File: config.mk
export PLATFORM = sky130hd
export DESIGN_NAME = stack_machine_word_executor_top
export DESIGN_NICKNAME = d
export VERILOG_FILES = /design/src/rtl/core/smwe_pkg.sv /design/src/rtl/core/smwe_div.sv /design/src/rtl/core/smwe_dp.sv /design/src/rtl/core/smwe_ctrl.sv /design/src/rtl/core/stack_machine_word_executor_top.sv
export SDC_FILE = /design/constraint.sdc
export NUM_CORES = 2
export LEC_CHECK = 0
export BUFFER_PORTS_ARGS = -buffer_cell sky130_fd_sc_hd__buf_2
export CAP_MARGIN = 25
export CORE_ASPECT_RATIO = 0.6
export CORE_MARGIN = 3
export CORE_UTILIZATION = 45
export DETAILED_ROUTE_END_ITERATION = 7
export GPL_ROUTABILITY_DRIVEN = 0
export PLACE_DENSITY = 0.61
export SLEW_MARGIN = 20
export SYNTH_ARGS = -nofsm -noshare
export SYNTH_HDL_FRONTEND = slang
export SYNTH_SLANG_ARGS = --single-unit
File: constraint.sdc
create_clock -name clk -period 19.1 [get_ports clk]
set_input_delay 1.91 -clock clk [delete_from_list [all_inputs] [get_ports clk]]
set_output_delay 1.91 -clock clk [all_outputs]
set_load 0.03 [all_outputs]
File: src/rtl/core/smwe_pkg.sv
// Shared types, codes and sizes for the stack machine word executor.
`timescale 1ns / 1ps

package smwe_pkg;

	localparam int unsigned STACK_DEPTH = 32;
	localparam int unsigned WORD_WIDTH  = 32;
	localparam int unsigned MAX_OUT     = 32;
	localparam int unsigned CNT_W       = $clog2(STACK_DEPTH + 1);
	localparam int unsigned ADDR_W      = $clog2(STACK_DEPTH);
	localparam int unsigned DIV_CW      = $clog2(WORD_WIDTH);

	// word kinds
	localparam logic [3:0] KIND_PUSH  = 4'd0;
	localparam logic [3:0] KIND_ADD   = 4'd1;
	localparam logic [3:0] KIND_SUB   = 4'd2;
	localparam logic [3:0] KIND_MUL   = 4'd3;
	localparam logic [3:0] KIND_DIV   = 4'd4;
	localparam logic [3:0] KIND_EQ    = 4'd5;
	localparam logic [3:0] KIND_POP   = 4'd6;
	localparam logic [3:0] KIND_DUMP  = 4'd7;
	localparam logic [3:0] KIND_BEGIN = 4'd8;
	localparam logic [3:0] KIND_END   = 4'd9;

	// status codes
	localparam logic [1:0] ST_OK   = 2'd0;
	localparam logic [1:0] ST_UNF  = 2'd1;
	localparam logic [1:0] ST_OVF  = 2'd2;
	localparam logic [1:0] ST_DIVZ = 2'd3;

	// source of an emitted value
	localparam logic [1:0] EMIT_NONE = 2'd0;
	localparam logic [1:0] EMIT_TOP  = 2'd1;
	localparam logic [1:0] EMIT_DUMP = 2'd2;

	typedef logic [WORD_WIDTH-1:0] word_t;

	typedef struct packed {
		logic [3:0]         kind;
		logic signed [31:0] literal;
	} req_t;

	typedef struct packed {
		logic signed [31:0] value;
		logic               has_value;
		logic               last;
		logic [1:0]         status;
		logic [5:0]         depth;
		logic               compiling;
	} res_t;

	// controller -> datapath
	typedef struct packed {
		logic       load;
		logic       rd_top;
		logic       rd_second;
		logic       lat_t;
		logic       lat_s;
		logic       push_wr;
		logic       status_we;
		logic [1:0] status;
		logic       exec;
		logic       div_start;
		logic       div_take;
		logic       wb;
		logic       pop_dec;
		logic       set_comp;
		logic       clr_comp;
		logic       dump_clr;
		logic       dump_rd;
		logic       dump_inc;
		logic       emit;
		logic [1:0] emit_sel;
	} cmd_t;

	// datapath -> controller
	typedef struct packed {
		logic [3:0] kind;
		logic       cnt_zero;
		logic       cnt_lt2;
		logic       full;
		logic       t_zero;
		logic       div_done;
		logic       dump_last;
	} dps_t;

endpackage

File: src/rtl/core/smwe_div.sv
// Iterative restoring signed divider, one quotient bit per cycle, truncating.
`timescale 1ns / 1ps

module smwe_div
	import smwe_pkg::*;
(
	input  logic  clk,
	input  logic  arst_n,
	input  logic  start,
	input  word_t num,
	input  word_t den,
	output logic  done,
	output word_t quo
);

	logic              busy_q;
	logic              done_q;
	logic [DIV_CW-1:0] step_q;
	word_t             rem_q;
	word_t             quo_q;
	word_t             den_q;
	logic              neg_q;
	logic [WORD_WIDTH:0] shifted;
	logic [WORD_WIDTH:0] diff;

	assign shifted = {rem_q, quo_q[WORD_WIDTH-1]};
	assign diff    = shifted - {1'b0, den_q};

	always_ff @(posedge clk or negedge arst_n) begin
		if (!arst_n) begin
			busy_q <= 1'b0;
			done_q <= 1'b0;
			step_q <= '0;
		end else begin
			done_q <= 1'b0;
			if (start) begin
				busy_q <= 1'b1;
				step_q <= '0;
			end else if (busy_q) begin
				step_q <= step_q + 1'b1;
				if (step_q == DIV_CW'(WORD_WIDTH - 1)) begin
					busy_q <= 1'b0;
					done_q <= 1'b1;
				end
			end
		end
	end

	always_ff @(posedge clk) begin
		if (start) begin
			rem_q <= '0;
			quo_q <= num[WORD_WIDTH-1] ? (~num + 1'b1) : num;
			den_q <= den[WORD_WIDTH-1] ? (~den + 1'b1) : den;
			neg_q <= num[WORD_WIDTH-1] ^ den[WORD_WIDTH-1];
		end else if (busy_q) begin
			if (!diff[WORD_WIDTH]) begin
				rem_q <= diff[WORD_WIDTH-1:0];
				quo_q <= {quo_q[WORD_WIDTH-2:0], 1'b1};
			end else begin
				rem_q <= shifted[WORD_WIDTH-1:0];
				quo_q <= {quo_q[WORD_WIDTH-2:0], 1'b0};
			end
		end
	end

	assign done = done_q;
	assign quo  = neg_q ? (~quo_q + 1'b1) : quo_q;

endmodule

File: src/rtl/core/smwe_dp.sv
// Datapath: stack memory, depth count, operands, ALU, divider and result forming.
`timescale 1ns / 1ps

module smwe_dp
	import smwe_pkg::*;
(
	input  logic clk,
	input  logic arst_n,
	input  req_t request,
	input  cmd_t cmd,
	output dps_t sts,
	output res_t res
);

	word_t             mem [STACK_DEPTH];
	word_t             rd_data_q;
	logic [ADDR_W-1:0] rd_addr;
	logic              rd_en;
	logic [ADDR_W-1:0] wr_addr;
	word_t             wr_data;
	logic              wr_en;

	logic [CNT_W-1:0]  cnt_q;
	logic [CNT_W-1:0]  cnt_m1;
	logic [CNT_W-1:0]  cnt_m2;
	logic [CNT_W-1:0]  idx_q;
	logic [CNT_W-1:0]  dump_n;
	logic              comp_q;
	logic [1:0]        status_q;
	logic [3:0]        kind_q;
	word_t             lit_q;
	word_t             t_q;
	word_t             s_q;
	word_t             r_q;
	word_t             alu;
	word_t             div_quo;
	logic              div_done;
	word_t             emit_val;

	assign cnt_m1 = cnt_q - 1'b1;
	assign cnt_m2 = cnt_q - CNT_W'(2);

	// read port
	always_comb begin
		rd_en   = cmd.rd_top | cmd.rd_second | cmd.dump_rd;
		rd_addr = idx_q[ADDR_W-1:0];
		if (cmd.rd_top)
			rd_addr = cnt_m1[ADDR_W-1:0];
		else if (cmd.rd_second)
			rd_addr = cnt_m2[ADDR_W-1:0];
	end

	// write port: push at the top, or result over the second entry
	always_comb begin
		wr_en   = cmd.push_wr | cmd.wb;
		wr_addr = cmd.push_wr ? cnt_q[ADDR_W-1:0] : cnt_m2[ADDR_W-1:0];
		wr_data = cmd.push_wr ? lit_q : r_q;
	end

	always_ff @(posedge clk) begin
		if (wr_en)
			mem[wr_addr] <= wr_data;
		if (rd_en)
			rd_data_q <= mem[rd_addr];
	end

	always_ff @(posedge clk or negedge arst_n) begin
		if (!arst_n) begin
			cnt_q    <= '0;
			comp_q   <= 1'b0;
			status_q <= ST_OK;
			idx_q    <= '0;
		end else begin
			if (cmd.push_wr)
				cnt_q <= cnt_q + 1'b1;
			else if (cmd.wb || cmd.pop_dec)
				cnt_q <= cnt_m1;
			if (cmd.set_comp)
				comp_q <= 1'b1;
			else if (cmd.clr_comp)
				comp_q <= 1'b0;
			if (cmd.load)
				status_q <= ST_OK;
			else if (cmd.status_we)
				status_q <= cmd.status;
			if (cmd.dump_clr)
				idx_q <= '0;
			else if (cmd.dump_inc)
				idx_q <= idx_q + 1'b1;
		end
	end

	always_ff @(posedge clk) begin
		if (cmd.load) begin
			kind_q <= request.kind;
			lit_q  <= WORD_WIDTH'(request.literal);
		end
		if (cmd.lat_t)
			t_q <= rd_data_q;
		if (cmd.lat_s)
			s_q <= rd_data_q;
		if (cmd.exec)
			r_q <= alu;
		else if (cmd.div_take)
			r_q <= div_quo;
	end

	always_comb begin
		case (kind_q)
			KIND_ADD: alu = s_q + t_q;
			KIND_SUB: alu = s_q - t_q;
			KIND_MUL: alu = s_q * t_q;
			default:  alu = (s_q == t_q) ? WORD_WIDTH'(1) : '0;
		endcase
	end

	smwe_div u_div (
		.clk    (clk),
		.arst_n (arst_n),
		.start  (cmd.div_start),
		.num    (s_q),
		.den    (t_q),
		.done   (div_done),
		.quo    (div_quo)
	);

	// a dump emits at most MAX_OUT entries
	assign dump_n = (int'(cnt_q) < MAX_OUT) ? cnt_q : CNT_W'(MAX_OUT);

	always_comb begin
		sts.kind      = kind_q;
		sts.cnt_zero  = (cnt_q == '0);
		sts.cnt_lt2   = (cnt_q < CNT_W'(2));
		sts.full      = (cnt_q == CNT_W'(STACK_DEPTH));
		sts.t_zero    = (t_q == '0);
		sts.div_done  = div_done;
		sts.dump_last = ((idx_q + 1'b1) == dump_n);
	end

	always_comb begin
		case (cmd.emit_sel)
			EMIT_TOP:  emit_val = t_q;
			EMIT_DUMP: emit_val = rd_data_q;
			default:   emit_val = '0;
		endcase
		res.value     = 32'(emit_val);
		res.has_value = (cmd.emit_sel != EMIT_NONE);
		res.last      = (cmd.emit_sel != EMIT_DUMP) | sts.dump_last;
		res.status    = status_q;
		res.depth     = 6'(cnt_q);
		res.compiling = comp_q;
	end

endmodule

File: src/rtl/core/smwe_ctrl.sv
// Controller state machine sequencing each word through the datapath.
`timescale 1ns / 1ps

module smwe_ctrl
	import smwe_pkg::*;
(
	input  logic clk,
	input  logic arst_n,
	input  logic req_valid,
	input  logic out_free,
	input  dps_t sts,
	output logic ready,
	output cmd_t cmd
);

	localparam logic [3:0] S_IDLE     = 4'd0;
	localparam logic [3:0] S_DECODE   = 4'd1;
	localparam logic [3:0] S_RD_T     = 4'd2;
	localparam logic [3:0] S_RD_S     = 4'd3;
	localparam logic [3:0] S_EXEC     = 4'd4;
	localparam logic [3:0] S_DIV      = 4'd5;
	localparam logic [3:0] S_WB       = 4'd6;
	localparam logic [3:0] S_POP_OUT  = 4'd7;
	localparam logic [3:0] S_DUMP_RD  = 4'd8;
	localparam logic [3:0] S_DUMP_OUT = 4'd9;
	localparam logic [3:0] S_RESULT   = 4'd10;

	logic [3:0] state_q;
	logic [3:0] state_d;

	always_ff @(posedge clk or negedge arst_n) begin
		if (!arst_n)
			state_q <= S_IDLE;
		else
			state_q <= state_d;
	end

	assign ready = (state_q == S_IDLE);

	always_comb begin
		state_d = state_q;
		cmd     = '0;
		unique case (state_q)
			S_IDLE: begin
				if (req_valid) begin
					cmd.load = 1'b1;
					state_d  = S_DECODE;
				end
			end
			S_DECODE: begin
				state_d = S_RESULT;
				unique case (sts.kind) inside
					KIND_PUSH: begin
						if (sts.full) begin
							cmd.status_we = 1'b1;
							cmd.status    = ST_OVF;
						end else begin
							cmd.push_wr = 1'b1;
						end
					end
					KIND_ADD, KIND_SUB, KIND_MUL, KIND_DIV, KIND_EQ: begin
						if (sts.cnt_lt2) begin
							cmd.status_we = 1'b1;
							cmd.status    = ST_UNF;
						end else begin
							cmd.rd_top = 1'b1;
							state_d    = S_RD_T;
						end
					end
					KIND_POP: begin
						if (sts.cnt_zero) begin
							cmd.status_we = 1'b1;
							cmd.status    = ST_UNF;
						end else begin
							cmd.rd_top = 1'b1;
							state_d    = S_RD_T;
						end
					end
					KIND_DUMP: begin
						if (!sts.cnt_zero) begin
							cmd.dump_clr = 1'b1;
							state_d      = S_DUMP_RD;
						end
					end
					KIND_BEGIN: cmd.set_comp = 1'b1;
					KIND_END:   cmd.clr_comp = 1'b1;
					default: ;
				endcase
			end
			S_RD_T: begin
				cmd.lat_t = 1'b1;
				if (sts.kind == KIND_POP) begin
					cmd.pop_dec = 1'b1;
					state_d     = S_POP_OUT;
				end else begin
					cmd.rd_second = 1'b1;
					state_d       = S_RD_S;
				end
			end
			S_RD_S: begin
				cmd.lat_s = 1'b1;
				state_d   = S_EXEC;
			end
			S_EXEC: begin
				if (sts.kind == KIND_DIV) begin
					if (sts.t_zero) begin
						cmd.status_we = 1'b1;
						cmd.status    = ST_DIVZ;
						state_d       = S_RESULT;
					end else begin
						cmd.div_start = 1'b1;
						state_d       = S_DIV;
					end
				end else begin
					cmd.exec = 1'b1;
					state_d  = S_WB;
				end
			end
			S_DIV: begin
				if (sts.div_done) begin
					cmd.div_take = 1'b1;
					state_d      = S_WB;
				end
			end
			S_WB: begin
				cmd.wb  = 1'b1;
				state_d = S_RESULT;
			end
			S_POP_OUT: begin
				cmd.emit_sel = EMIT_TOP;
				if (out_free) begin
					cmd.emit = 1'b1;
					state_d  = S_IDLE;
				end
			end
			S_DUMP_RD: begin
				cmd.dump_rd = 1'b1;
				state_d     = S_DUMP_OUT;
			end
			S_DUMP_OUT: begin
				cmd.emit_sel = EMIT_DUMP;
				if (out_free) begin
					cmd.emit = 1'b1;
					if (sts.dump_last) begin
						state_d = S_IDLE;
					end else begin
						cmd.dump_inc = 1'b1;
						state_d      = S_DUMP_RD;
					end
				end
			end
			S_RESULT: begin
				cmd.emit_sel = EMIT_NONE;
				if (out_free) begin
					cmd.emit = 1'b1;
					state_d  = S_IDLE;
				end
			end
			default: state_d = S_IDLE;
		endcase
	end

endmodule

File: src/rtl/core/stack_machine_word_executor_top.sv
// Top level of the stack machine word executor: controller, datapath and output register.
`timescale 1ns / 1ps

// Forth-style data stack engine. One request carries one word (push, add, sub,
// mul, div, equal, pop-and-emit, dump, begin or end definition) and the block
// answers with one or more result items on the result channel.
// Channels: request/result each use valid and stall; a transfer happens on a
// clock edge with valid high and stall low. request_stall is high whenever a
// word is still being worked on, so one word is processed at a time.
// A divide runs on the divider, which retires one quotient bit a cycle and then
// flags done; a dump reads the stack one entry at a time through the single
// read port of the stack memory and emits each entry before reading the next.
// A finished result sits in the result register; the next request is taken
// while it waits, and the engine only stalls when it must emit a further
// result into a still occupied register.
// Reset (arst_n low) empties the stack and clears compile mode; stack memory
// contents are left as they are, entries above the depth are never read.
// While result_stall is high the held result stays unchanged.

module stack_machine_word_executor_top
	import smwe_pkg::*;
(
	input  logic clk,
	input  logic arst_n,
	input  logic request_valid,
	output logic request_stall,
	input  req_t request,
	output logic result_valid,
	input  logic result_stall,
	output res_t result
);

	cmd_t cmd;
	dps_t sts;
	res_t res;
	logic ready;
	logic out_free;
	logic out_valid_q;
	res_t out_q;

	// output register may be loaded when empty or being drained this cycle
	assign out_free = !out_valid_q || !result_stall;

	smwe_ctrl u_ctrl (
		.clk       (clk),
		.arst_n    (arst_n),
		.req_valid (request_valid),
		.out_free  (out_free),
		.sts       (sts),
		.ready     (ready),
		.cmd       (cmd)
	);

	smwe_dp u_dp (
		.clk     (clk),
		.arst_n  (arst_n),
		.request (request),
		.cmd     (cmd),
		.sts     (sts),
		.res     (res)
	);

	always_ff @(posedge clk or negedge arst_n) begin
		if (!arst_n)
			out_valid_q <= 1'b0;
		else if (cmd.emit)
			out_valid_q <= 1'b1;
		else if (!result_stall)
			out_valid_q <= 1'b0;
	end

	always_ff @(posedge clk) begin
		if (cmd.emit)
			out_q <= res;
	end

	assign request_stall = !ready;
	assign result_valid  = out_valid_q;
	assign result        = out_q;

endmodule
==> flow_summary.json <==
{
  "status": "completed",
  "clock_path_buffers": 3,
  "grt_pass1_vias": 51200,
  "grt_usage": 0.276,
  "ios": 85,
  "synth_cells": 6972,
  "seq_area_um2": 40200,
  "worst_pin_slew_ns": 1.14,
  "grt_pass1_wl_um": 356000,
  "finalNetCount": 7601,
  "multi_input_area_um2": 32700,
  "cap_viol_max_count": 0,
  "slew_violations": 0,
  "synth_seq_cells": 1355,
  "cpMostUsedCell": "fa_1",
  "rsz0062_at_grt": "no",
  "clock_skew_ns": 0.0411,
  "layout_min_cycle_time_ns": 8.08,
  "rr_worst_depth": 26,
  "critPathMaxStageDelay_ns": 0.54,
  "timing.final.crit_share": 0.423,
  "synth.top_cell.area_share": 0.512,
  "port_buffers": 84,
  "async_flop_share": 0.0199,
  "synth_top_cell_by_area": "edfxtp_1",
  "arrival_ns": 8.55,
  "clk_latency_ns": 0.74,
  "hold_buffers": 0,
  "hp-class": "register to register",
  "core_region_area_um2": 167000,
  "cts_tree": "done",
  "slowest_stage": "fa_1",
  "critPathMaxFanout": 20,
  "synth.area.top_cells": "edfxtp_1 51%, fa_1 11%, nand2_1 7.6%, ha_1 3.8%, nand3_1 3.6%",
  "path_class": "register to register",
  "path_buf_inv": 6,
  "drt_pass1_iterations": 6,
  "synth-edff-count": 1296,
  "cts_buffers": 121,
  "hold_viol_final": 0,
  "finalSetupViolations": 0,
  "clk_pin_slew_worst_paths_ns": 0.07,
  "netlist_area_um2": 76100,
  "clock-sinks": 1355,
  "worst-path-stages": 26,
  "hold_depth": 0,
  "end_kind": "register",
  "slew_headroom": 0.238,
  "fmax_mhz": 124,
  "grt-ovfl-total": 0,
  "fillers": 14800,
  "routed_wl_um": 246000,
  "post-cts-setup-buffer-count": 0,
  "viasPerCell": 5.93,
  "antenna_found_initial": 14,
  "die_height_um": 324,
  "die-area_um2": 174000,
  "ant_nets": 0,
  "cts_root_buffer": "clkbuf_16",
  "synth_most_common_cell": "nand2_1",
  "post_cts_resized": 0,
  "finalSetupTns_ns": 0,
  "h-tree-depth": 3,
  "dominantRegCellSynth": "edfxtp_1",
  "vias": 55000,
  "std_cell_rows": 116,
  "drc": 0,
  "die-width_um": 537,
  "dpl.hpwl_um": 161000,
  "critPathRequiredTime_ns": 19.57,
  "netlist_top_cells_count": "1533 x nand2_1, 1296 x edfxtp_1, 553 x nand3_1",
  "syn_to_final_growth_pct": 9.58,
  "worst_setup_path_start_kind": "register",
  "synth_cell_types": 90,
  "drtIter0Drc": 8367,
  "synth_seq_area_share": 0.529,
  "initial_core_util": 0.455,
  "ys_warn_count": 0,
  "avgSynthCellArea_um2": 10.9,
  "cp_top_family": "adder cells",
  "grt_max_degree": 165,
  "layout-drive-gt1-share": 0.0769,
  "synthesis.nets": 7651,
  "wl_per_cell_um": 26.6
}
[worst register-to-register path: cells and delay by family (launching register included)]
kind | cells | cell delay (ns)
flops | 1 | 0.36
buf+inv | 6 | 1.09
xor+xnor | 1 | 0.18
fa+ha+maj | 9 | 3.83
simple gates | 1 | 0.13
compound gates | 9 | 2.24
[metal layers]
layer | vias up | part of all wire | GRT usage
met3 | 335 | 0.16 | 0.102
met5 | - | 0.00044 | 0.00164
met4 | 12 | 0.018 | 0.0537
li1 | 23900 | - | -
met1 | 27100 | 0.45 | 0.455
met2 | 3669 | 0.37 | 0.337
[worst paths after layout]
| kind | start | endpoint | slack [ns] |
|---|---|---|---|
| hold reg to reg | u_dp.comp_q | result[0] | 0.46 |
| min in group asynchronous | arst_n | u_dp.idx_q[2] | 1.22 |
| max in group asynchronous | arst_n | u_dp.u_div.busy_q | 17.40 |
| hold / removal | u_dp.comp_q | result[0] | 0.46 |
| setup reg to reg | u_dp.s_q[1] | u_dp.r_q[30] | 11.02 |
| setup / recovery | u_dp.s_q[1] | u_dp.r_q[30] | 11.02 |
[per-stage QoR]
stage               area [um2]  worst slack (ns)  hold slack, ns  cells   util
floorplan                76100             11.72           0.425   6972      -
global placement         79100             10.99           0.443   9021  0.473
detailed placement       79200             10.90           0.442   9026  0.473
CTS                      83100             10.84           0.461   9249  0.496
global route             83300             10.71           0.466   9264  0.498
finish                   83300             11.02           0.461   9272  0.498
[layout make-up]
class                   count  share of cell area
clock inverters            70             0.00803
flip-flops and latches   1355               0.483
diodes                      8            0.000240
clock buffers             153              0.0387
repair buffers            248              0.0223
multi-input cells        4705               0.392
well taps                2242              0.0337
inverters                 491              0.0221
[logic make-up (layout without fill, tap and decap cells)]
group                    count (synthesis)  after routing  share of synthesized area
AND/OR/NAND/NOR                       2868           2868                      0.169
flip-flops                            1355           1355                      0.529
buffers and inverters                  912            962                     0.0464
adder cells (fa/ha/maj)                639            639                      0.146
multiplexers                            39             39                    0.00520
other                                    0              8                          0
AO/OA/AOI/OAI                          924            924                     0.0776
XOR/XNOR                               235            235                     0.0271
[sequential cells by signal, summed over array words and instances, names as in the netlist, 2 cells and up]
signal             flops
u_dp.r_q              32
u_dp.lit_q            32
result                43
u_dp.cnt_q             6
u_dp.rd_data_q        32
u_dp.u_div.quo_q      32
u_dp.u_div.rem_q      32
u_dp.mem            1024
u_dp.u_div.step_q      5
u_dp.idx_q             6
u_dp.t_q              32
u_ctrl.state_q         4
u_dp.kind_q            4
u_dp.u_div.den_q      32
u_dp.s_q              32
u_dp.status_q          2
[cells in the final DEF, fill, tap and decap left out, types with 19 or more instances in the layout]
cell / n
nor4_1: 47
clkbuf_1: 28
edfxtp_1: 1296
xnor2_1: 143
clkbuf_16: 124
dfxtp_1: 32
fa_1: 411
a22o_1: 37
o21ai_0: 132
inv_1: 488
nand2b_1: 24
o31ai_1: 37
a22oi_1: 19
a31oi_1: 21
a21o_1: 31
nor2_4: 32
dfrtp_1: 26
xor2_1: 91
buf_4: 139
and2_1: 264
nor2_1: 204
ha_1: 228
clkinv_1: 30
and3_1: 50
nand3_1: 552
a21oi_1: 375
a21oi_2: 30
nor2b_1: 22
o22ai_1: 33
nand2_1: 1524
buf_2: 85
clkinv_2: 19
o211ai_1: 19
o21a_1: 19
nor3_1: 37
mux2i_1: 34
or3_1: 24
Power is left out: the tool's default activity adds up to more than one toggle a clock period on the data nets, which glitch-free logic cannot reach.
